## config.mk

```make
export PLATFORM = sky130hd
export DESIGN_NAME = fpga_link_handshake_controller_flat
export DESIGN_NICKNAME = d
export VERILOG_FILES = /design/src/rtl/flhc_pkg.sv /design/src/rtl/flhc_in_if.sv /design/src/rtl/flhc_out_if.sv /design/src/rtl/flhc_cfg_if.sv /design/src/rtl/flhc_step.sv /design/src/rtl/fpga_link_handshake_controller.sv /design/src/flat_wrapper.sv
export SDC_FILE = /design/constraint.sdc
export NUM_CORES = 1
export LEC_CHECK = 0
export ABC_CLOCK_PERIOD_IN_PS = 4700
export BUFFER_PORTS_ARGS = -buffer_cell sky130_fd_sc_hd__buf_4
export CORE_ASPECT_RATIO = 0.8
export CORE_UTILIZATION = 59
export DETAILED_ROUTE_END_ITERATION = 10
export PLACE_DENSITY_LB_ADDON = 0.3
export RECOVER_POWER = 25
export SETUP_SLACK_MARGIN = 0.05
export SYNTH_ARGS = -nofsm -noshare
export SYNTH_HDL_FRONTEND = slang
export SYNTH_HIERARCHICAL = 1
export SYNTH_SLANG_ARGS = --single-unit
```

## constraint.sdc

```tcl
create_clock -name clk -period 4.7 [get_ports clk]
set_clock_uncertainty 0.2 [all_clocks]
set_input_delay 1.41 -clock clk [delete_from_list [all_inputs] [get_ports clk]]
set_output_delay 1.41 -clock clk [all_outputs]
set_load 0.01 [all_outputs]
```

## src/rtl/flhc_pkg.sv

```systemverilog
// shared types, codes and constants of the fpga link handshake controller
package flhc_pkg;

  localparam int WORD_BITS = 16;
  localparam int MS_BITS   = 16;
  localparam int RETRY_BITS = 8;
  localparam int POS_BITS  = 3;
  localparam int FUNC_BITS = 2;
  localparam int CMD_BITS  = 2;
  localparam int CFG_IDX_BITS = 3;
  localparam int CFG_DATA_BITS = 16;

  localparam logic [MS_BITS-1:0]    RESET_PULSE_DEF = MS_BITS'(10);
  localparam logic [MS_BITS-1:0]    POLL_DEF        = MS_BITS'(10);
  localparam logic [MS_BITS-1:0]    ACK_WAIT_DEF    = MS_BITS'(10);
  localparam logic [RETRY_BITS-1:0] RETRIES_DEF     = RETRY_BITS'(10);
  localparam logic [POS_BITS-1:0]   BUSY_POS_DEF    = POS_BITS'(0);
  localparam logic [POS_BITS-1:0]   RO_POS_DEF      = POS_BITS'(1);

  typedef enum logic [2:0] {
    PH_RESET = 3'd0,
    PH_WAIT  = 3'd1,
    PH_ACK   = 3'd2,
    PH_CHECK = 3'd3,
    PH_FREE  = 3'd4,
    PH_WRITE = 3'd5,
    PH_ERROR = 3'd6
  } phase_t;

  typedef enum logic [FUNC_BITS-1:0] {
    FUNC_STEP  = 2'd0,
    FUNC_WRITE = 2'd1,
    FUNC_RESET = 2'd2,
    FUNC_SPARE = 2'd3
  } func_t;

  typedef enum logic [CMD_BITS-1:0] {
    CMD_NONE  = 2'd0,
    CMD_WRITE = 2'd1,
    CMD_XFER  = 2'd2
  } spi_cmd_t;

  typedef enum logic [CFG_IDX_BITS-1:0] {
    REG_RESET_PULSE = 3'd0,
    REG_POLL        = 3'd1,
    REG_ACK_WAIT    = 3'd2,
    REG_RETRIES     = 3'd3,
    REG_BUSY_POS    = 3'd4,
    REG_RO_POS      = 3'd5
  } cfg_reg_t;

  typedef struct packed {
    logic [MS_BITS-1:0]    reset_pulse_ms;
    logic [MS_BITS-1:0]    poll_interval_ms;
    logic [MS_BITS-1:0]    ack_wait_ms;
    logic [RETRY_BITS-1:0] max_retries;
    logic [POS_BITS-1:0]   busy_bit_pos;
    logic [POS_BITS-1:0]   read_only_bit_pos;
  } cfg_regs_t;

  typedef struct packed {
    logic [FUNC_BITS-1:0] func;
    logic [WORD_BITS-1:0] data_word;
    logic                 ms_tick;
    logic                 spi_idle;
    logic                 bus_held_other;
    logic [WORD_BITS-1:0] rx_word;
  } in_item_t;

  typedef struct packed {
    phase_t                phase;
    logic [MS_BITS-1:0]    ms_count;
    logic [RETRY_BITS-1:0] retry_count;
    logic [WORD_BITS-1:0]  tx_buffer;
    logic [WORD_BITS-1:0]  rx_buffer;
    logic                  write_pending;
    logic                  ready_flag;
    logic                  bus_held;
    logic                  select_n;
    logic                  reset_line;
    logic                  gen_on;
    logic                  wait_after_write;
  } link_state_t;

  typedef struct packed {
    logic                 chip_select_n;
    logic                 fpga_reset;
    logic                 clock_gen_on;
    spi_cmd_t             spi_cmd;
    logic [WORD_BITS-1:0] tx_word;
    logic                 bus_claim;
    logic                 link_ready;
    logic [WORD_BITS-1:0] last_rx;
    phase_t               phase;
    logic                 reset_notice;
    logic                 error_event;
  } out_item_t;

endpackage

```

## src/rtl/flhc_in_if.sv

```systemverilog
// input transaction channel of the link controller
interface flhc_in_if;
  logic                           valid;
  logic                           ready;
  logic [flhc_pkg::FUNC_BITS-1:0] func;
  logic [flhc_pkg::WORD_BITS-1:0] data_word;
  logic                           ms_tick;
  logic                           spi_idle;
  logic                           bus_held_other;
  logic [flhc_pkg::WORD_BITS-1:0] rx_word;

  modport source (output valid, func, data_word, ms_tick, spi_idle, bus_held_other, rx_word,
                  input ready);
  modport sink (input valid, func, data_word, ms_tick, spi_idle, bus_held_other, rx_word,
                output ready);
endinterface

```

## src/rtl/flhc_out_if.sv

```systemverilog
// result transaction channel of the link controller
interface flhc_out_if;
  logic                           valid;
  logic                           ready;
  logic                           chip_select_n;
  logic                           fpga_reset;
  logic                           clock_gen_on;
  logic [flhc_pkg::CMD_BITS-1:0]  spi_cmd;
  logic [flhc_pkg::WORD_BITS-1:0] tx_word;
  logic                           bus_claim;
  logic                           link_ready;
  logic [flhc_pkg::WORD_BITS-1:0] last_rx;
  logic [2:0]                     phase;
  logic                           reset_notice;
  logic                           error_event;

  modport source (output valid, chip_select_n, fpga_reset, clock_gen_on, spi_cmd, tx_word,
                  bus_claim, link_ready, last_rx, phase, reset_notice, error_event,
                  input ready);
  modport sink (input valid, chip_select_n, fpga_reset, clock_gen_on, spi_cmd, tx_word,
                bus_claim, link_ready, last_rx, phase, reset_notice, error_event,
                output ready);
endinterface

```

## src/rtl/flhc_cfg_if.sv

```systemverilog
// configuration write channel of the link controller
interface flhc_cfg_if;
  logic                               valid;
  logic                               ready;
  logic [flhc_pkg::CFG_IDX_BITS-1:0]  index;
  logic [flhc_pkg::CFG_DATA_BITS-1:0] data;

  modport source (output valid, index, data, input ready);
  modport sink (input valid, index, data, output ready);
endinterface

```

## src/rtl/flhc_step.sv

```systemverilog
// link state machine: next state and result for one transaction
module flhc_step (
  input  flhc_pkg::cfg_regs_t   cfg,
  input  flhc_pkg::link_state_t st,
  input  flhc_pkg::in_item_t    item,
  output flhc_pkg::link_state_t st_nxt,
  output flhc_pkg::out_item_t   res
);

  logic [flhc_pkg::MS_BITS-1:0] ms_inc;
  logic [flhc_pkg::MS_BITS-1:0] wait_len;
  logic                         is_step;
  logic                         reset_done;
  logic                         wait_done;
  logic                         ack_go;
  logic                         busy;
  logic                         retry_ok;
  logic                         write_go;
  flhc_pkg::phase_t             phase_nxt;
  flhc_pkg::func_t              func;

  assign func       = flhc_pkg::func_t'(item.func);
  assign ms_inc     = (item.ms_tick && (st.ms_count != '1)) ?
                      st.ms_count + flhc_pkg::MS_BITS'(1) : st.ms_count;
  assign wait_len   = st.wait_after_write ? cfg.ack_wait_ms : cfg.poll_interval_ms;
  assign is_step    = (func == flhc_pkg::FUNC_STEP) || (func == flhc_pkg::FUNC_SPARE);
  assign reset_done = ms_inc >= cfg.reset_pulse_ms;
  assign wait_done  = ms_inc >= wait_len;
  assign ack_go     = !item.bus_held_other && item.spi_idle;
  assign busy       = item.rx_word[cfg.busy_bit_pos];
  assign retry_ok   = st.retry_count < cfg.max_retries;
  assign write_go   = st.write_pending && !item.bus_held_other && item.spi_idle;

  // next phase
  always_comb begin
    phase_nxt = st.phase;
    if (func == flhc_pkg::FUNC_RESET) begin
      phase_nxt = flhc_pkg::PH_RESET;
    end else if (is_step) begin
      unique case (st.phase)
        flhc_pkg::PH_RESET: if (reset_done) phase_nxt = flhc_pkg::PH_WAIT;
        flhc_pkg::PH_WRITE: if (item.spi_idle) phase_nxt = flhc_pkg::PH_WAIT;
        flhc_pkg::PH_WAIT:  if (wait_done) phase_nxt = flhc_pkg::PH_ACK;
        flhc_pkg::PH_ACK:   if (ack_go) phase_nxt = flhc_pkg::PH_CHECK;
        flhc_pkg::PH_CHECK: begin
          if (item.spi_idle) begin
            if (!busy) phase_nxt = flhc_pkg::PH_FREE;
            else if (retry_ok) phase_nxt = flhc_pkg::PH_WAIT;
            else phase_nxt = flhc_pkg::PH_ERROR;
          end
        end
        flhc_pkg::PH_FREE:  if (write_go) phase_nxt = flhc_pkg::PH_WRITE;
        default:            phase_nxt = flhc_pkg::PH_RESET;
      endcase
    end
  end

  // datapath and result
  always_comb begin
    logic link_rst;
    link_rst = 1'b0;
    st_nxt = st;
    st_nxt.ms_count = ms_inc;
    st_nxt.phase = phase_nxt;
    res = '0;
    res.spi_cmd = flhc_pkg::CMD_NONE;

    if (func == flhc_pkg::FUNC_WRITE) begin
      st_nxt.tx_buffer     = item.data_word;
      st_nxt.write_pending = 1'b1;
      st_nxt.ready_flag    = 1'b0;
    end else if (func == flhc_pkg::FUNC_RESET) begin
      link_rst = 1'b1;
    end else begin
      unique case (st.phase)
        flhc_pkg::PH_RESET: begin
          if (reset_done) begin
            st_nxt.reset_line       = 1'b0;
            st_nxt.wait_after_write = 1'b0;
            st_nxt.ms_count         = '0;
          end
        end
        flhc_pkg::PH_WRITE: begin
          if (item.spi_idle) begin
            st_nxt.select_n         = 1'b1;
            st_nxt.bus_held         = 1'b0;
            st_nxt.wait_after_write = 1'b1;
            st_nxt.ms_count         = '0;
          end
        end
        flhc_pkg::PH_WAIT: ;
        flhc_pkg::PH_ACK: begin
          if (ack_go) begin
            st_nxt.bus_held = 1'b1;
            st_nxt.select_n = 1'b0;
            res.spi_cmd     = flhc_pkg::CMD_XFER;
            res.tx_word     = flhc_pkg::WORD_BITS'(1) << cfg.read_only_bit_pos;
          end
        end
        flhc_pkg::PH_CHECK: begin
          if (item.spi_idle) begin
            st_nxt.select_n  = 1'b1;
            st_nxt.bus_held  = 1'b0;
            st_nxt.rx_buffer = item.rx_word;
            if (!busy) begin
              st_nxt.gen_on     = 1'b0;
              st_nxt.ready_flag = 1'b1;
            end else if (retry_ok) begin
              st_nxt.retry_count      = st.retry_count + flhc_pkg::RETRY_BITS'(1);
              st_nxt.wait_after_write = 1'b0;
              st_nxt.ms_count         = '0;
            end else begin
              st_nxt.retry_count = '0;
              res.error_event    = 1'b1;
            end
          end
        end
        flhc_pkg::PH_FREE: begin
          if (write_go) begin
            st_nxt.write_pending = 1'b0;
            st_nxt.gen_on        = 1'b1;
            st_nxt.bus_held      = 1'b1;
            st_nxt.select_n      = 1'b0;
            st_nxt.retry_count   = '0;
            res.spi_cmd          = flhc_pkg::CMD_WRITE;
            res.tx_word          = st.tx_buffer;
          end
        end
        default: link_rst = 1'b1;
      endcase
    end

    // link reset keeps the retry count
    if (link_rst) begin
      res.reset_notice        = 1'b1;
      st_nxt.bus_held         = 1'b0;
      st_nxt.ready_flag       = 1'b0;
      st_nxt.write_pending    = 1'b0;
      st_nxt.tx_buffer        = '0;
      st_nxt.rx_buffer        = '0;
      st_nxt.gen_on           = 1'b1;
      st_nxt.select_n         = 1'b1;
      st_nxt.reset_line       = 1'b1;
      st_nxt.wait_after_write = 1'b0;
      st_nxt.ms_count         = '0;
    end

    res.chip_select_n = st_nxt.select_n;
    res.fpga_reset    = st_nxt.reset_line;
    res.clock_gen_on  = st_nxt.gen_on;
    res.bus_claim     = st_nxt.bus_held;
    res.link_ready    = st_nxt.ready_flag;
    res.last_rx       = st_nxt.rx_buffer;
    res.phase         = st_nxt.phase;
  end

endmodule

```

## src/rtl/fpga_link_handshake_controller.sv

```systemverilog
// top level of the fpga link handshake controller
//
// in_if carries one transaction per event: a time step, a queued data write
// or a reset request, together with the ms tick and the spi engine and bus
// status sampled for that event. out_if returns exactly one result per input
// transaction with the pin levels, the spi command to start, the link status
// and the reset and error pulses. cfg_if writes the six timing, retry and bit
// position registers; it is always ready, and the user must use it only while
// the block is idle, which the block itself does not enforce. a transaction is
// captured in the input register and evaluated by the state machine into the
// result register. one transaction is taken every cycle while out_if drains.
// if the receiver stalls, the held result waits in the result register and
// one more transaction is taken into the input register before in_if.ready
// drops. reset clears both stages, loads the register defaults, asserts the
// fpga reset line, starts the clock generator and enters the reset phase.
module fpga_link_handshake_controller (
  input logic          clk,
  input logic          rst_n,
  flhc_in_if.sink      in_if,
  flhc_out_if.source   out_if,
  flhc_cfg_if.sink     cfg_if
);

  flhc_pkg::cfg_regs_t   cfg_r;
  flhc_pkg::link_state_t st_r;
  flhc_pkg::link_state_t st_nxt;
  flhc_pkg::in_item_t    in_r;
  flhc_pkg::out_item_t   out_r;
  flhc_pkg::out_item_t   res_nxt;
  logic                  in_valid_r;
  logic                  out_valid_r;
  logic                  advance;
  logic                  in_take;
  logic                  cfg_take;

  assign advance  = in_valid_r && (!out_valid_r || out_if.ready);
  assign in_if.ready = !in_valid_r || advance;
  assign in_take  = in_if.valid && in_if.ready;
  assign cfg_if.ready = 1'b1;
  assign cfg_take = cfg_if.valid;

  always_ff @(posedge clk) begin
    if (!rst_n) begin
      cfg_r.reset_pulse_ms    <= flhc_pkg::RESET_PULSE_DEF;
      cfg_r.poll_interval_ms  <= flhc_pkg::POLL_DEF;
      cfg_r.ack_wait_ms       <= flhc_pkg::ACK_WAIT_DEF;
      cfg_r.max_retries       <= flhc_pkg::RETRIES_DEF;
      cfg_r.busy_bit_pos      <= flhc_pkg::BUSY_POS_DEF;
      cfg_r.read_only_bit_pos <= flhc_pkg::RO_POS_DEF;
    end else if (cfg_take) begin
      unique case (cfg_if.index)
        flhc_pkg::REG_RESET_PULSE:
          cfg_r.reset_pulse_ms <= cfg_if.data[flhc_pkg::MS_BITS-1:0];
        flhc_pkg::REG_POLL:
          cfg_r.poll_interval_ms <= cfg_if.data[flhc_pkg::MS_BITS-1:0];
        flhc_pkg::REG_ACK_WAIT:
          cfg_r.ack_wait_ms <= cfg_if.data[flhc_pkg::MS_BITS-1:0];
        flhc_pkg::REG_RETRIES:
          cfg_r.max_retries <= cfg_if.data[flhc_pkg::RETRY_BITS-1:0];
        flhc_pkg::REG_BUSY_POS:
          cfg_r.busy_bit_pos <= cfg_if.data[flhc_pkg::POS_BITS-1:0];
        flhc_pkg::REG_RO_POS:
          cfg_r.read_only_bit_pos <= cfg_if.data[flhc_pkg::POS_BITS-1:0];
        default: ;
      endcase
    end
  end

  always_ff @(posedge clk) begin
    if (!rst_n) begin
      in_valid_r <= 1'b0;
    end else if (in_if.ready) begin
      in_valid_r <= in_if.valid;
    end
  end

  always_ff @(posedge clk) begin
    if (in_take) begin
      in_r.func           <= in_if.func;
      in_r.data_word      <= in_if.data_word;
      in_r.ms_tick        <= in_if.ms_tick;
      in_r.spi_idle       <= in_if.spi_idle;
      in_r.bus_held_other <= in_if.bus_held_other;
      in_r.rx_word        <= in_if.rx_word;
    end
  end

  flhc_step u_step (
    .cfg    (cfg_r),
    .st     (st_r),
    .item   (in_r),
    .st_nxt (st_nxt),
    .res    (res_nxt)
  );

  always_ff @(posedge clk) begin
    if (!rst_n) begin
      st_r.phase            <= flhc_pkg::PH_RESET;
      st_r.ms_count         <= '0;
      st_r.retry_count      <= '0;
      st_r.tx_buffer        <= '0;
      st_r.rx_buffer        <= '0;
      st_r.write_pending    <= 1'b0;
      st_r.ready_flag       <= 1'b0;
      st_r.bus_held         <= 1'b0;
      st_r.select_n         <= 1'b1;
      st_r.reset_line       <= 1'b1;
      st_r.gen_on           <= 1'b1;
      st_r.wait_after_write <= 1'b0;
    end else if (advance) begin
      st_r <= st_nxt;
    end
  end

  always_ff @(posedge clk) begin
    if (!rst_n) begin
      out_valid_r <= 1'b0;
    end else if (advance) begin
      out_valid_r <= 1'b1;
    end else if (out_if.ready) begin
      out_valid_r <= 1'b0;
    end
  end

  always_ff @(posedge clk) begin
    if (advance) begin
      out_r <= res_nxt;
    end
  end

  assign out_if.valid         = out_valid_r;
  assign out_if.chip_select_n = out_r.chip_select_n;
  assign out_if.fpga_reset    = out_r.fpga_reset;
  assign out_if.clock_gen_on  = out_r.clock_gen_on;
  assign out_if.spi_cmd       = out_r.spi_cmd;
  assign out_if.tx_word       = out_r.tx_word;
  assign out_if.bus_claim     = out_r.bus_claim;
  assign out_if.link_ready    = out_r.link_ready;
  assign out_if.last_rx       = out_r.last_rx;
  assign out_if.phase         = out_r.phase;
  assign out_if.reset_notice  = out_r.reset_notice;
  assign out_if.error_event   = out_r.error_event;

endmodule

```

## src/flat_wrapper.sv

```systemverilog
// flat-port wrapper written by rule: the top's interface ports become plain ports
module fpga_link_handshake_controller_flat 
  (clk, rst_n, in_if_valid, in_if_func, in_if_data_word, in_if_ms_tick, in_if_spi_idle, in_if_bus_held_other, in_if_rx_word, in_if_ready, out_if_valid, out_if_chip_select_n, out_if_fpga_reset, out_if_clock_gen_on, out_if_spi_cmd, out_if_tx_word, out_if_bus_claim, out_if_link_ready, out_if_last_rx, out_if_phase, out_if_reset_notice, out_if_error_event, out_if_ready, cfg_if_valid, cfg_if_index, cfg_if_data, cfg_if_ready);
  flhc_in_if in_if_i ();
  flhc_out_if out_if_i ();
  flhc_cfg_if cfg_if_i ();
  input logic clk;
  input logic rst_n;
  input wire logic [$bits(in_if_i.valid)-1:0] in_if_valid;
  input wire logic [$bits(in_if_i.func)-1:0] in_if_func;
  input wire logic [$bits(in_if_i.data_word)-1:0] in_if_data_word;
  input wire logic [$bits(in_if_i.ms_tick)-1:0] in_if_ms_tick;
  input wire logic [$bits(in_if_i.spi_idle)-1:0] in_if_spi_idle;
  input wire logic [$bits(in_if_i.bus_held_other)-1:0] in_if_bus_held_other;
  input wire logic [$bits(in_if_i.rx_word)-1:0] in_if_rx_word;
  output wire logic [$bits(in_if_i.ready)-1:0] in_if_ready;
  output wire logic [$bits(out_if_i.valid)-1:0] out_if_valid;
  output wire logic [$bits(out_if_i.chip_select_n)-1:0] out_if_chip_select_n;
  output wire logic [$bits(out_if_i.fpga_reset)-1:0] out_if_fpga_reset;
  output wire logic [$bits(out_if_i.clock_gen_on)-1:0] out_if_clock_gen_on;
  output wire logic [$bits(out_if_i.spi_cmd)-1:0] out_if_spi_cmd;
  output wire logic [$bits(out_if_i.tx_word)-1:0] out_if_tx_word;
  output wire logic [$bits(out_if_i.bus_claim)-1:0] out_if_bus_claim;
  output wire logic [$bits(out_if_i.link_ready)-1:0] out_if_link_ready;
  output wire logic [$bits(out_if_i.last_rx)-1:0] out_if_last_rx;
  output wire logic [$bits(out_if_i.phase)-1:0] out_if_phase;
  output wire logic [$bits(out_if_i.reset_notice)-1:0] out_if_reset_notice;
  output wire logic [$bits(out_if_i.error_event)-1:0] out_if_error_event;
  input wire logic [$bits(out_if_i.ready)-1:0] out_if_ready;
  input wire logic [$bits(cfg_if_i.valid)-1:0] cfg_if_valid;
  input wire logic [$bits(cfg_if_i.index)-1:0] cfg_if_index;
  input wire logic [$bits(cfg_if_i.data)-1:0] cfg_if_data;
  output wire logic [$bits(cfg_if_i.ready)-1:0] cfg_if_ready;
  assign in_if_i.valid = in_if_valid;
  assign in_if_i.func = in_if_func;
  assign in_if_i.data_word = in_if_data_word;
  assign in_if_i.ms_tick = in_if_ms_tick;
  assign in_if_i.spi_idle = in_if_spi_idle;
  assign in_if_i.bus_held_other = in_if_bus_held_other;
  assign in_if_i.rx_word = in_if_rx_word;
  assign in_if_ready = in_if_i.ready;
  assign out_if_valid = out_if_i.valid;
  assign out_if_chip_select_n = out_if_i.chip_select_n;
  assign out_if_fpga_reset = out_if_i.fpga_reset;
  assign out_if_clock_gen_on = out_if_i.clock_gen_on;
  assign out_if_spi_cmd = out_if_i.spi_cmd;
  assign out_if_tx_word = out_if_i.tx_word;
  assign out_if_bus_claim = out_if_i.bus_claim;
  assign out_if_link_ready = out_if_i.link_ready;
  assign out_if_last_rx = out_if_i.last_rx;
  assign out_if_phase = out_if_i.phase;
  assign out_if_reset_notice = out_if_i.reset_notice;
  assign out_if_error_event = out_if_i.error_event;
  assign out_if_i.ready = out_if_ready;
  assign cfg_if_i.valid = cfg_if_valid;
  assign cfg_if_i.index = cfg_if_index;
  assign cfg_if_i.data = cfg_if_data;
  assign cfg_if_ready = cfg_if_i.ready;
  fpga_link_handshake_controller u_core (.clk(clk), .rst_n(rst_n), .in_if(in_if_i), .out_if(out_if_i), .cfg_if(cfg_if_i));
endmodule
```

# Word-level counts from Yosys, hierarchy flattened
# Cells that the tools add are included.
# word_totals
output_inout_bits	47
word_cells	173
register_bits	211
inputBits	61
# classes
reduce_logical	34
n_lt_le_gt_ge	4
shift	1
bitwise	5
add_sub_neg	2
n_eq_ne	25
n_mux	65
# ops
operator	n
2-to-1 mux 16 bit	10
2-to-1 mux 24 bit	4
case mux 16 bit (3 select lines)	1
2-to-1 mux 39 bit	1
case mux 18 bit (2 select lines)	1
2-to-1 mux 3 bit	11
>= comparator 16 bit	2
2-to-1 mux 23 bit	1
2-to-1 mux 1 bit	20
2-to-1 mux 18 bit	1
case mux 3 bit (6 select lines)	1
2-to-1 mux 17 bit	1
adder 16 x 1 -> 16 bit, second input constant	1
2-to-1 mux 8 bit	2
inequality test 16 bit, second input constant	1
case mux 8 bit (2 select lines)	1
<< shifter 1 x 3 -> 16 bit, first input constant	1
AND reduction 2 bit	7
equality test 3 x 2 -> 1 bit, second input constant	4
equality test 3 bit, second input constant	4
2-to-1 mux 2 bit	5
inequality test 3 bit, second input constant	3
AND reduction 9 bit	1
adder 8 x 1 -> 8 bit, second input constant	1
other kinds (28)	51

# Longest topological paths before layout
# Gate-level depths: netlist (run 1).
# depth
depth_word	10
depth_mapped	17
depth_no_buf	15

# By module
# Netlist (run 1), hierarchy kept.
# modules_own_cells
module	area_each_um2	cells_per_inst	seq_area_each_um2	instances
fpga_link_handshake_controller	7193.1	605	5034.8	1
flhc_step	3139.3	464	0.0	1

# Least setup slack after synthesis (run 1)
# No wires, ideal clock.
# synth_timing
path_type	register -> register
start	reg u_core/st_r[47] (netlist name)
end	reg u_core/st_r[63] (netlist name)
arrival_ns	3.331
path_slack_ns	1.092
setup_ns	0.077
required_time_ns	4.423
path_stages_with_launch	17
synth_period_minus_slack_ns	3.608
n_path_buf	2
cell_sequence	dfxtp_1 ha_1 and3_1 clkbuf_1 a211oi_2 nand3_1 xnor2_1 ha_1 a21oi_1 o21ai_0 a2111oi_0 o21ai_0 a211o_1 a311oi_1 buf_4 nand2_1 mux2i_1
# synth_rtl
item	line_no	source
start, declared	fpga_link_handshake_controller.sv:25	flhc_pkg::link_state_t st_r;
start signal, assigned	fpga_link_handshake_controller.sv:111	st_r <= st_nxt;

==> flow_metrics.env, run 1 <==
export IMPL_clk_insertion_delay_late_ps=520
export IMPL_critical_path_top_delay_family="compound AO/OA/AOI/OAI gates"
export IMPL_synthMuxAreaShare_pct=9.86
export IMPL_track_usage_pct=25.6
export IMPL_h_tree_depth=1
export IMPL_cp_num_buf_inv=0
export IMPL_area_growth_pct=14.1
export IMPL_root_buffer="clkbuf_16"
export IMPL_core_mm2=0.0168
export IMPL_syn_num_nets=1173
export IMPL_crit_slowest_cell="a211oi_2"
export IMPL_hp_class="register to register"
export IMPL_grtUsageMet1_pct=37.4
export IMPL_ys_types=73
export IMPL_syn_avg_cell_area_um2=9.67
export IMPL_critPathRequiredTime_ps=4940
export IMPL_power_density_mw_per_mm2=339
export IMPL_cts_buffers=22
export IMPL_violations="max-capacitance violations, max-slew violations"
export IMPL_post_cts_buffers=0
export IMPL_hold_viol_final=0
export IMPL_slowest_delay_ps=380
export IMPL_path_class="register to register"
export IMPL_antenna_cells=0
export IMPL_maxSlewViolCount=127
export IMPL_synth_ff_type="dfxtp_1"
export IMPL_synth_top_area_share_pct=25.2
export IMPL_fin_crit_sh_pct=85.2
export IMPL_worstSetupStartpointType="register"
export IMPL_ys_warn_count=6
export IMPL_arrival_ps=4240
export IMPL_die_area_mm2=0.0180
export IMPL_leakage_nw=4.61
export IMPL_antenna_left=0
export IMPL_synthAdderAreaFrac_pct=5.21
export IMPL_grt_pass1_vias=7103
export IMPL_via_per_inst=5.73
export IMPL_place_congestion=0.845
export IMPL_grt_busiest_layer="met2"
export IMPL_cp_end_kind="register"
export IMPL_cts_hold_buffers=0
export IMPL_grt_overflow_total=0
export IMPL_port_buffer_count=106
export IMPL_tightest_slew_ps=1870
export IMPL_drc=0
export IMPL_die_w_um=150
export IMPL_vias=7802
export IMPL_ys_seq_area_share_pct=48.7
export IMPL_rows=42
export IMPL_cap_violations=2
export IMPL_met2_usage_pct=38.3
export IMPL_synth_area_top_cells="dfxtp_1 25%, edfxtp_1 24%, mux2i_1 8.9%"
export IMPL_syn_cell_area_mm2=0.0103
export IMPL_grt_use_met3_pct=5.32
export IMPL_grt_pass1_wl_mm=36.5
export IMPL_synth_async_reset_ratio_pct=0
export IMPL_grt_start_max_net_pins=98
export IMPL_crit_fanout=5
export IMPL_dpl_instance_area_mm2=0.0111
export IMPL_cts_resized_gates=0
export IMPL_ys_ff_latch=211
export IMPL_ioPinCount=108
export IMPL_cts_tree="built"
export IMPL_routed_wl_mm=22.8
export IMPL_clock_path_buffers=3
export IMPL_fin_area_mm2=0.0118
export IMPL_drive_gt1_share_pct=14.9
export IMPL_status="complete, but fails checks"
export IMPL_fin_util_pct=70.1
export IMPL_synth_compound_area_share_pct=10.8
export IMPL_layout_common_cells="219 x nand2_1, 130 x dfxtp_1, 92 x mux2i_1, 81 x edfxtp_1, 76 x buf_4"
export IMPL_synth_top_family_by_area="simple AND/OR/NAND/NOR gates"
export IMPL_period_needed_ps=4000
export IMPL_path_cells="and4_1 -> and4_1 -> a211oi_2 -> nand3_1 -> xnor2_1 -> ha_1 -> a21oi_1 -> o21ai_0 -> a2111oi_0 -> o21ai_0 -> a211o_1 -> a311oi_1 -> nand2_1 -> mux2i_1"
export IMPL_rsz0062_at_grt="false"
export IMPL_vdd_drop_max_v=0.000291
export IMPL_wl_per_cell_um=16.7
export IMPL_finalSetupTns_ps=0
export IMPL_dr_first_iter_drc_count=580
export IMPL_hpwl_mm=15.2
export IMPL_setup_viol=0
export IMPL_synthCells=1069
export IMPL_finalPower_mw=4.00
export IMPL_nNetsFinal=1229
export IMPL_clk_pin_slew_worst_paths_ps=60
export IMPL_slew_headroom_pct=-24.4
export IMPL_start_util_pct=61.4
export IMPL_cts_sinks=211
export IMPL_layout_commonest_cell="nand2_1"
export IMPL_synth_largest_area_cell="dfxtp_1"
export IMPL_dr_pass1_iters=5
export IMPL_die_h_um=120
export IMPL_fmax_ghz=0.250
export IMPL_antenna_found_initial=0
export IMPL_synth_xor_area_share_pct=1.36
export IMPL_synthSimpleGateAreaFrac_pct=18.2
export IMPL_synth_edf_count=81
[power breakdown]
group          internal [mW]  total (mW)  switching, mW
registers               1.95        1.98         0.0262
clock network           1.03        1.74          0.710
logic                  0.113       0.276          0.163
total                   3.10        4.00          0.899
[synth_stat cells, types with 4 or more instances]
master,count
and3_1,17
inv_1,38
xnor2_1,10
o21ai_1,5
nor3_1,9
a21oi_1,36
and4_1,6
buf_2,12
a22oi_1,6
mux2i_1,92
and2b_1,7
nand2b_1,7
or2_2,4
nor2b_1,8
edfxtp_1,81
nand2_1,219
xor2_1,6
nand4_1,9
buf_1,7
a22o_1,16
dfxtp_1,130
nor2_1,31
o21a_1,5
a31oi_1,7
ha_1,43
nand3_1,61
o21ai_0,66
clkbuf_1,42
buf_4,25
[per-stage QoR]
| step | setup slack, ps | hold WS, ps | cells |
|---|---|---|---|
| CTS | 692 | 261 | 1361 |
| floorplan | 1090 | 234 | 1069 |
| global route | 276 | 277 | 1361 |
| detailed placement | 783 | 250 | 1321 |
| finish | 696 | 262 | 1361 |
| global placement | 918 | 241 | 1321 |
[logic make-up after synthesis]
kind of cell	after synthesis
simple gates	401
flops	211
compound gates	172
buf+inv	128
mux	97
fa+ha+maj	43
xor+xnor	16
other cells	1
[cell type report]
cell class              count  area (µm²)
clock buffers              28         573
clock inverters            12         153
fillers                  1269        5030
inverters                  40         150
multi-input cells         730        4690
flip-flops and latches    211        5030
well taps                 220         275
repair buffers            120         912
[state kept, by name (all words and copies together) (netlist names), 2 cells and up]
| name | cells |
|---|---|
| u_core/out_if.spi_cmd | 2 |
| u_core/out_if.last_rx | 16 |
| u_core/in_r | 37 |
| u_core/out_if.tx_word | 16 |
| u_core/cfg_r | 62 |
| u_core/st_r | 66 |
| u_core/out_if.phase | 3 |
[worst register-to-register path, stage by stage, from the launching register on]
cell and delay [ps]:
dfxtp_1 350, and4_1 230, and4_1 250, a211oi_2 380, nand3_1 160, xnor2_1 330, ha_1 320, a21oi_1 120
o21ai_0 140, a2111oi_0 370, o21ai_0 220, a211o_1 320, a311oi_1 330, nand2_1 80, mux2i_1 130
[worst paths after layout]
check,startpoint,cells past startpoint,end,slack [ps]
min reg2reg,u_core/st_r[9]$_SDFFE_PN0P_,2,u_core/st_r[9]$_SDFFE_PN0P_,260
min,u_core/st_r[9]$_SDFFE_PN0P_,2,u_core/st_r[9]$_SDFFE_PN0P_,260
max reg2reg,u_core/st_r[55]$_SDFFE_PN0P_,14,u_core/st_r[63]$_SDFFE_PN0P_,700
max,u_core/st_r[55]$_SDFFE_PN0P_,14,u_core/st_r[63]$_SDFFE_PN0P_,700
[metal layers]
layer / vias to the layer above / part of all wire (%)
met3: 32 / 7.1
met5: - / 0
met1: 3660 / 47
met2: 249 / 44
met4: 0 / 1.8
li1: 3861 / -
Note: power is estimated with default switching activity, not from simulation.
==> run 2: changes to the inputs <==
--- a/config.mk
+++ b/config.mk
@@ -9,8 +9,9 @@
 export BUFFER_PORTS_ARGS = -buffer_cell sky130_fd_sc_hd__buf_4
 export CORE_ASPECT_RATIO = 0.8
 export CORE_UTILIZATION = 59
+export CTS_CLUSTER_DIAMETER = 120
 export DETAILED_ROUTE_END_ITERATION = 10
-export PLACE_DENSITY_LB_ADDON = 0.3
+export PLACE_DENSITY = 0.79
 export RECOVER_POWER = 25
 export SETUP_SLACK_MARGIN = 0.05
 export SYNTH_ARGS = -nofsm -noshare
==> run 2 against run 1 <==
Compared with the run above:
- the run still ends with max-capacitance violations, max-slew violations left
- critical path depth unchanged
- die area unchanged
- via count increased by 1.2%
- largest cell class unchanged
- largest power group unchanged
==> flow_metrics.env, run 2 (synthesized netlist as in run 1, its figures left out) <==
export IMPL_grt_overflow_total=0
export IMPL_setup_viol=0
export IMPL_clk_pin_slew_worst_paths_ps=60
export IMPL_nNetsFinal=1229
export IMPL_violations="max-capacitance violations, max-slew violations"
export IMPL_cts_buffers=22
export IMPL_dr_first_iter_drc_count=637
export IMPL_start_util_pct=61.4
export IMPL_drc=0
export IMPL_h_tree_depth=1
export IMPL_clock_path_buffers=3
export IMPL_cts_tree="built"
export IMPL_clk_insertion_delay_late_ps=530
export IMPL_rsz0062_at_grt="false"
export IMPL_path_class="register to register"
export IMPL_routed_wl_mm=23.3
export IMPL_antenna_cells=0
export IMPL_fin_crit_sh_pct=87.3
export IMPL_hp_class="register to register"
export IMPL_hold_viol_final=0
export IMPL_post_cts_buffers=0
export IMPL_cp_end_kind="register"
export IMPL_arrival_ps=4300
export IMPL_rows=42
export IMPL_fin_hold_ws_ps=262
export IMPL_root_buffer="clkbuf_16"
export IMPL_die_w_um=150
export IMPL_grt_start_max_net_pins=122
export IMPL_grt_pass1_vias=7353
export IMPL_top_regs="u_core/st_r: 66 flops, u_core/cfg_r: 62 flops, u_core/in_r: 37 flops"
export IMPL_finalSetupTns_ps=0
export IMPL_finalPower_mw=3.93
export IMPL_cts_resized_gates=0
export IMPL_tightest_slew_ps=2360
export IMPL_track_usage_pct=26.2
export IMPL_layout_common_cells="219 x nand2_1, 130 x dfxtp_1, 92 x mux2i_1, 81 x edfxtp_1, 75 x buf_4"
export IMPL_critPathRequiredTime_ps=4900
export IMPL_ioPinCount=108
export IMPL_via_per_inst=5.80
export IMPL_cts_hold_buffers=0
export IMPL_crit_fanout=5
export IMPL_cts_sinks=211
export IMPL_hpwl_mm=15.5
export IMPL_vdd_drop_max_v=0.000260
export IMPL_leakage_nw=4.59
export IMPL_drive_gt1_share_pct=15.1
export IMPL_status="complete, but fails checks"
export IMPL_dr_pass1_iters=5
export IMPL_power_density_mw_per_mm2=335
export IMPL_worstSetupStartpointType="register"
export IMPL_area_growth_pct=13.6
export IMPL_vias=7892
export IMPL_cap_violations=2
export IMPL_core_mm2=0.0168
export IMPL_regMostFlops="u_core/st_r"
export IMPL_port_buffer_count=106
export IMPL_wl_per_cell_um=17.1
export IMPL_antenna_left=0
export IMPL_layout_commonest_cell="nand2_1"
export IMPL_place_congestion=0.878
export IMPL_fmax_ghz=0.244
export IMPL_largest_reg_flops=66
export IMPL_maxSlewViolCount=193
export IMPL_grt_pass1_wl_mm=37.4
export IMPL_antenna_found_initial=0
export IMPL_slew_headroom_pct=-57.1
export IMPL_die_area_mm2=0.0180
export IMPL_die_h_um=120
export IMPL_period_needed_ps=4100
==> run 2: through the flow <==
stage / util [%] / instance area (µm²) / cells / setup slack, ps
3_3_place_gp: 65.9 / 11100 / 1321 / 838
4_1_cts: 70.1 / 11800 / 1361 / 650
2_1_floorplan: - / 10300 / 1069 / 1090
3_5_place_dp: 65.9 / 11100 / 1321 / 725
5_1_grt: 69.8 / 11700 / 1361 / 218
6_report: 69.8 / 11700 / 1361 / 599
==> run 2: power by group <==
group / switching (mW) / internal (mW) / leakage (nW)
clock: 0.723 / 0.954 / 0.342
combinational: 0.164 / 0.113 / 2.41
sequential: 0.0263 / 1.95 / 1.84
total: 0.913 / 3.02 / 4.59
==> run 2: routing by layer <==
metal | routed length [µm] | up-vias | global-route usage, % | share of wire [%]
li1 | - | 3865 | - | -
met1 | 10900 | 3755 | 38.1 | 47
met2 | 10200 | 236 | 39.4 | 44
met3 | 1800 | 36 | 5.89 | 7.7
met4 | 418 | 0 | 6.82 | 1.8
met5 | 0 | - | 0 | 0
==> run 2: layout make-up <==
cell class / count / area, µm²
Clock buffer: 35 / 644
Clock inverter: 5 / 56.3
Fill cell: 1301 / 5070
Inverter: 40 / 150
Multi-Input combinational cell: 730 / 4690
Sequential cell: 211 / 5030
Tap cell: 220 / 275
Timing Repair Buffer: 120 / 886
==> run 2: final timing paths <==
check	cells after the start	endpoint	from	slack, ps
min reg2reg	2	u_core/st_r[7]$_SDFFE_PN0P_	u_core/st_r[7]$_SDFFE_PN0P_	260
max	14	u_core/st_r[63]$_SDFFE_PN0P_	u_core/st_r[55]$_SDFFE_PN0P_	600
min	2	u_core/st_r[7]$_SDFFE_PN0P_	u_core/st_r[7]$_SDFFE_PN0P_	260
max reg2reg	14	u_core/st_r[63]$_SDFFE_PN0P_	u_core/st_r[55]$_SDFFE_PN0P_	600
==> run 2: worst max-delay path, cell delays in order, from the launching register on <==
cell       delay (ps)
dfxtp_1           350
and4_1            230
and4_1            250
a211oi_2          380
nand3_1           150
xnor2_1           310
ha_1              310
a21oi_1           130
o21ai_0           150
a2111oi_0         450
o21ai_0           220
a211o_1           340
a311oi_1          310
nand2_1            90
mux2i_1           140
==> run 3: changes to the inputs <==
--- a/config.mk
+++ b/config.mk
@@ -9,6 +9,7 @@
 export BUFFER_PORTS_ARGS = -buffer_cell sky130_fd_sc_hd__buf_4
 export CORE_ASPECT_RATIO = 0.8
 export CORE_UTILIZATION = 59
+export CTS_BUF_LIST = sky130_fd_sc_hd__clkbuf_16
 export CTS_CLUSTER_DIAMETER = 120
 export DETAILED_ROUTE_END_ITERATION = 10
 export PLACE_DENSITY = 0.79
==> constraint.sdc (replaced) <==
create_clock -name clk -period 4.7 [get_ports clk]
set_clock_uncertainty 0.2 [all_clocks]
set_input_delay 1.41 -clock clk [delete_from_list [all_inputs] [get_ports clk]]
set_output_delay 1.41 -clock clk [all_outputs]
set_load 0.005 [all_outputs]
==> run 3 against run 2 <==
Compared with the run above:
- the flow still finishes with violations (max-capacitance violations, max-slew violations)
- worst hold slack about the same
- register-to-register slack improved by 20 ps
- utilization decreased by 0.30 points
- critical path depth unchanged
- combinational power decreased by 4%
- via count decreased by 0.11%
- maximum frequency increased by 0.48%
- non-clock buffer count increased by 1
- first-iteration DRC count increased by 14%
- cell count about the same
- sequential power about the same
- critical path type unchanged
- highest routed layer unchanged
==> flow_metrics.env, run 3 (synthesized netlist as in run 1, its figures left out) <==
export IMPL_status="complete, but fails checks"
export IMPL_violations="max-capacitance violations, max-slew violations"
export IMPL_internal_power_mw=2.95
export IMPL_layout_commonest_cell="nand2_1"
export IMPL_slew_headroom_pct=-46.2
export IMPL_setup_viol=0
export IMPL_hp_class="register to register"
export IMPL_post_cts_buffers=0
export IMPL_die_area_mm2=0.0180
export IMPL_grt_start_max_net_pins=103
export IMPL_antenna_found_initial=0
export IMPL_finalSetupTns_ps=0
export IMPL_critPathRequiredTime_ps=4930
export IMPL_cts_tree="built"
export IMPL_vias=7883
export IMPL_period_needed_ps=4080
export IMPL_cts_buffers=21
export IMPL_hold_viol_final=0
export IMPL_start_util_pct=61.4
export IMPL_layout_common_cells="219 x nand2_1, 130 x dfxtp_1, 92 x mux2i_1, 81 x edfxtp_1, 74 x buf_4"
export IMPL_rsz0062_at_grt="false"
export IMPL_wl_per_cell_um=16.9
export IMPL_cts_sinks=211
export IMPL_clock_path_buffers=3
export IMPL_grt_overflow_total=0
export IMPL_clk_pin_slew_worst_paths_ps=60
export IMPL_crit_fanout=5
export IMPL_area_growth_pct=13.1
export IMPL_drc=0
export IMPL_tightest_slew_ps=2190
export IMPL_port_buffer_count=106
export IMPL_drive_gt1_share_pct=15.1
export IMPL_place_congestion=0.884
export IMPL_power_density_mw_per_mm2=328
export IMPL_dr_first_iter_drc_count=729
export IMPL_fillCellCount=1325
export IMPL_leakage_nw=4.59
export IMPL_die_h_um=120
export IMPL_maxSlewViolCount=140
export IMPL_p_sw_mw=0.886
export IMPL_seq_area_mm2=0.00503
export IMPL_cts_hold_buffers=0
export IMPL_root_buffer="clkbuf_16"
export IMPL_grt_pass1_vias=7309
export IMPL_rows=42
export IMPL_fin_hold_ws_ps=262
export IMPL_die_w_um=150
export IMPL_nNetsFinal=1229
export IMPL_multi_input_area_mm2=0.00469
export IMPL_core_mm2=0.0168
export IMPL_cp_end_kind="register"
export IMPL_dr_pass1_iters=5
export IMPL_top_regs="u_core/st_r: 66 flops, u_core/cfg_r: 62 flops, u_core/in_r: 37 flops"
export IMPL_finalPower_mw=3.83
export IMPL_fin_crit_sh_pct=86.8
export IMPL_hpwl_mm=15.6
export IMPL_path_class="register to register"
export IMPL_worstSetupStartpointType="register"
export IMPL_cts_resized_gates=0
export IMPL_ioPinCount=108
export IMPL_p_seq_share_pct=51.6
export IMPL_cap_violations=2
export IMPL_track_usage_pct=26.0
export IMPL_p_sw_share_pct=23.1
export IMPL_largest_reg_flops=66
export IMPL_clkPwrFrac_pct=41.4
export IMPL_grt_pass1_wl_mm=37.2
export IMPL_h_tree_depth=1
export IMPL_antenna_left=0
export IMPL_via_per_inst=5.80
export IMPL_routed_wl_mm=23.0
export IMPL_regMostFlops="u_core/st_r"
export IMPL_combPwrFrac_pct=7.0
export IMPL_vdd_drop_max_v=0.000239
export IMPL_fmax_ghz=0.245
export IMPL_clk_insertion_delay_late_ps=510
export IMPL_arrival_ps=4310
export IMPL_antenna_cells=0
## run 3: changes by cell type in the layout (fill, tap and decap cells not counted), sizes merged
cell,previous run,this run
buf,76,75
inv,39,44
clkbuf,79,69
clkinvlp,0,1
clkinv,6,10
## run 3: worst max-delay path: stages, from the launching register on
cell and delay [ps]:
dfxtp_1 360, and4_1 220, and4_1 250, a211oi_2 420
nand3_1 160, xnor2_1 350, ha_1 310, a21oi_1 120
o21ai_0 150, a2111oi_0 400, o21ai_0 190, a211o_1 320
a311oi_1 340, nand2_1 90, mux2i_1 140
## run 3: worst paths after layout
| path | to | slack (ps) | from | cells after the start |
|---|---|---|---|---|
| max | u_core/st_r[63]$_SDFFE_PN0P_ | 620 | u_core/st_r[55]$_SDFFE_PN0P_ | 14 |
| min | u_core/st_r[20]$_SDFFE_PN0P_ | 260 | u_core/st_r[20]$_SDFFE_PN0P_ | 2 |
| max reg2reg | u_core/st_r[63]$_SDFFE_PN0P_ | 620 | u_core/st_r[55]$_SDFFE_PN0P_ | 14 |
| min reg2reg | u_core/st_r[20]$_SDFFE_PN0P_ | 260 | u_core/st_r[20]$_SDFFE_PN0P_ | 2 |
## run 3: area by class of cell
class / instances / share of cell area, %
timing repair buffer: 121 / 7.63
clock buffer: 23 / 4.92
clock inverter: 15 / 0.642
multi-input combinational: 730 / 40.1
tap: 220 / 2.35
inverter: 40 / 1.28
sequential: 211 / 43.1
## run 3: metrics by stage
stage | instances | utilization [%] | instance area, µm² | setup slack, ps
2_1_floorplan | 1069 | - | 10300 | 1090
3_3_place_gp | 1322 | 66.0 | 11100 | 843
3_5_place_dp | 1322 | 66.0 | 11100 | 716
4_1_cts | 1360 | 69.8 | 11700 | 666
5_1_grt | 1360 | 69.5 | 11700 | 274
6_report | 1360 | 69.5 | 11700 | 619
## run 3: layer usage
metal	up-vias	GRT usage (%)	share of wire, %
li1	3868	-	-
met1	3737	38.2	47
met2	252	39.8	44
met3	26	5.25	7.3
met4	0	4.99	1.4
met5	-	0	0
## run 3: power by group through the flow
stage | clock network (mW) | registers [mW] | logic, mW
2_1_floorplan | 0 | 2.01 | 0.167
3_3_place_gp | 0 | 2.01 | 0.266
3_5_place_dp | 0 | 2.02 | 0.271
4_1_cts | 1.61 | 1.98 | 0.272
5_1_grt | 1.69 | 1.98 | 0.291
6_report | 1.59 | 1.98 | 0.267
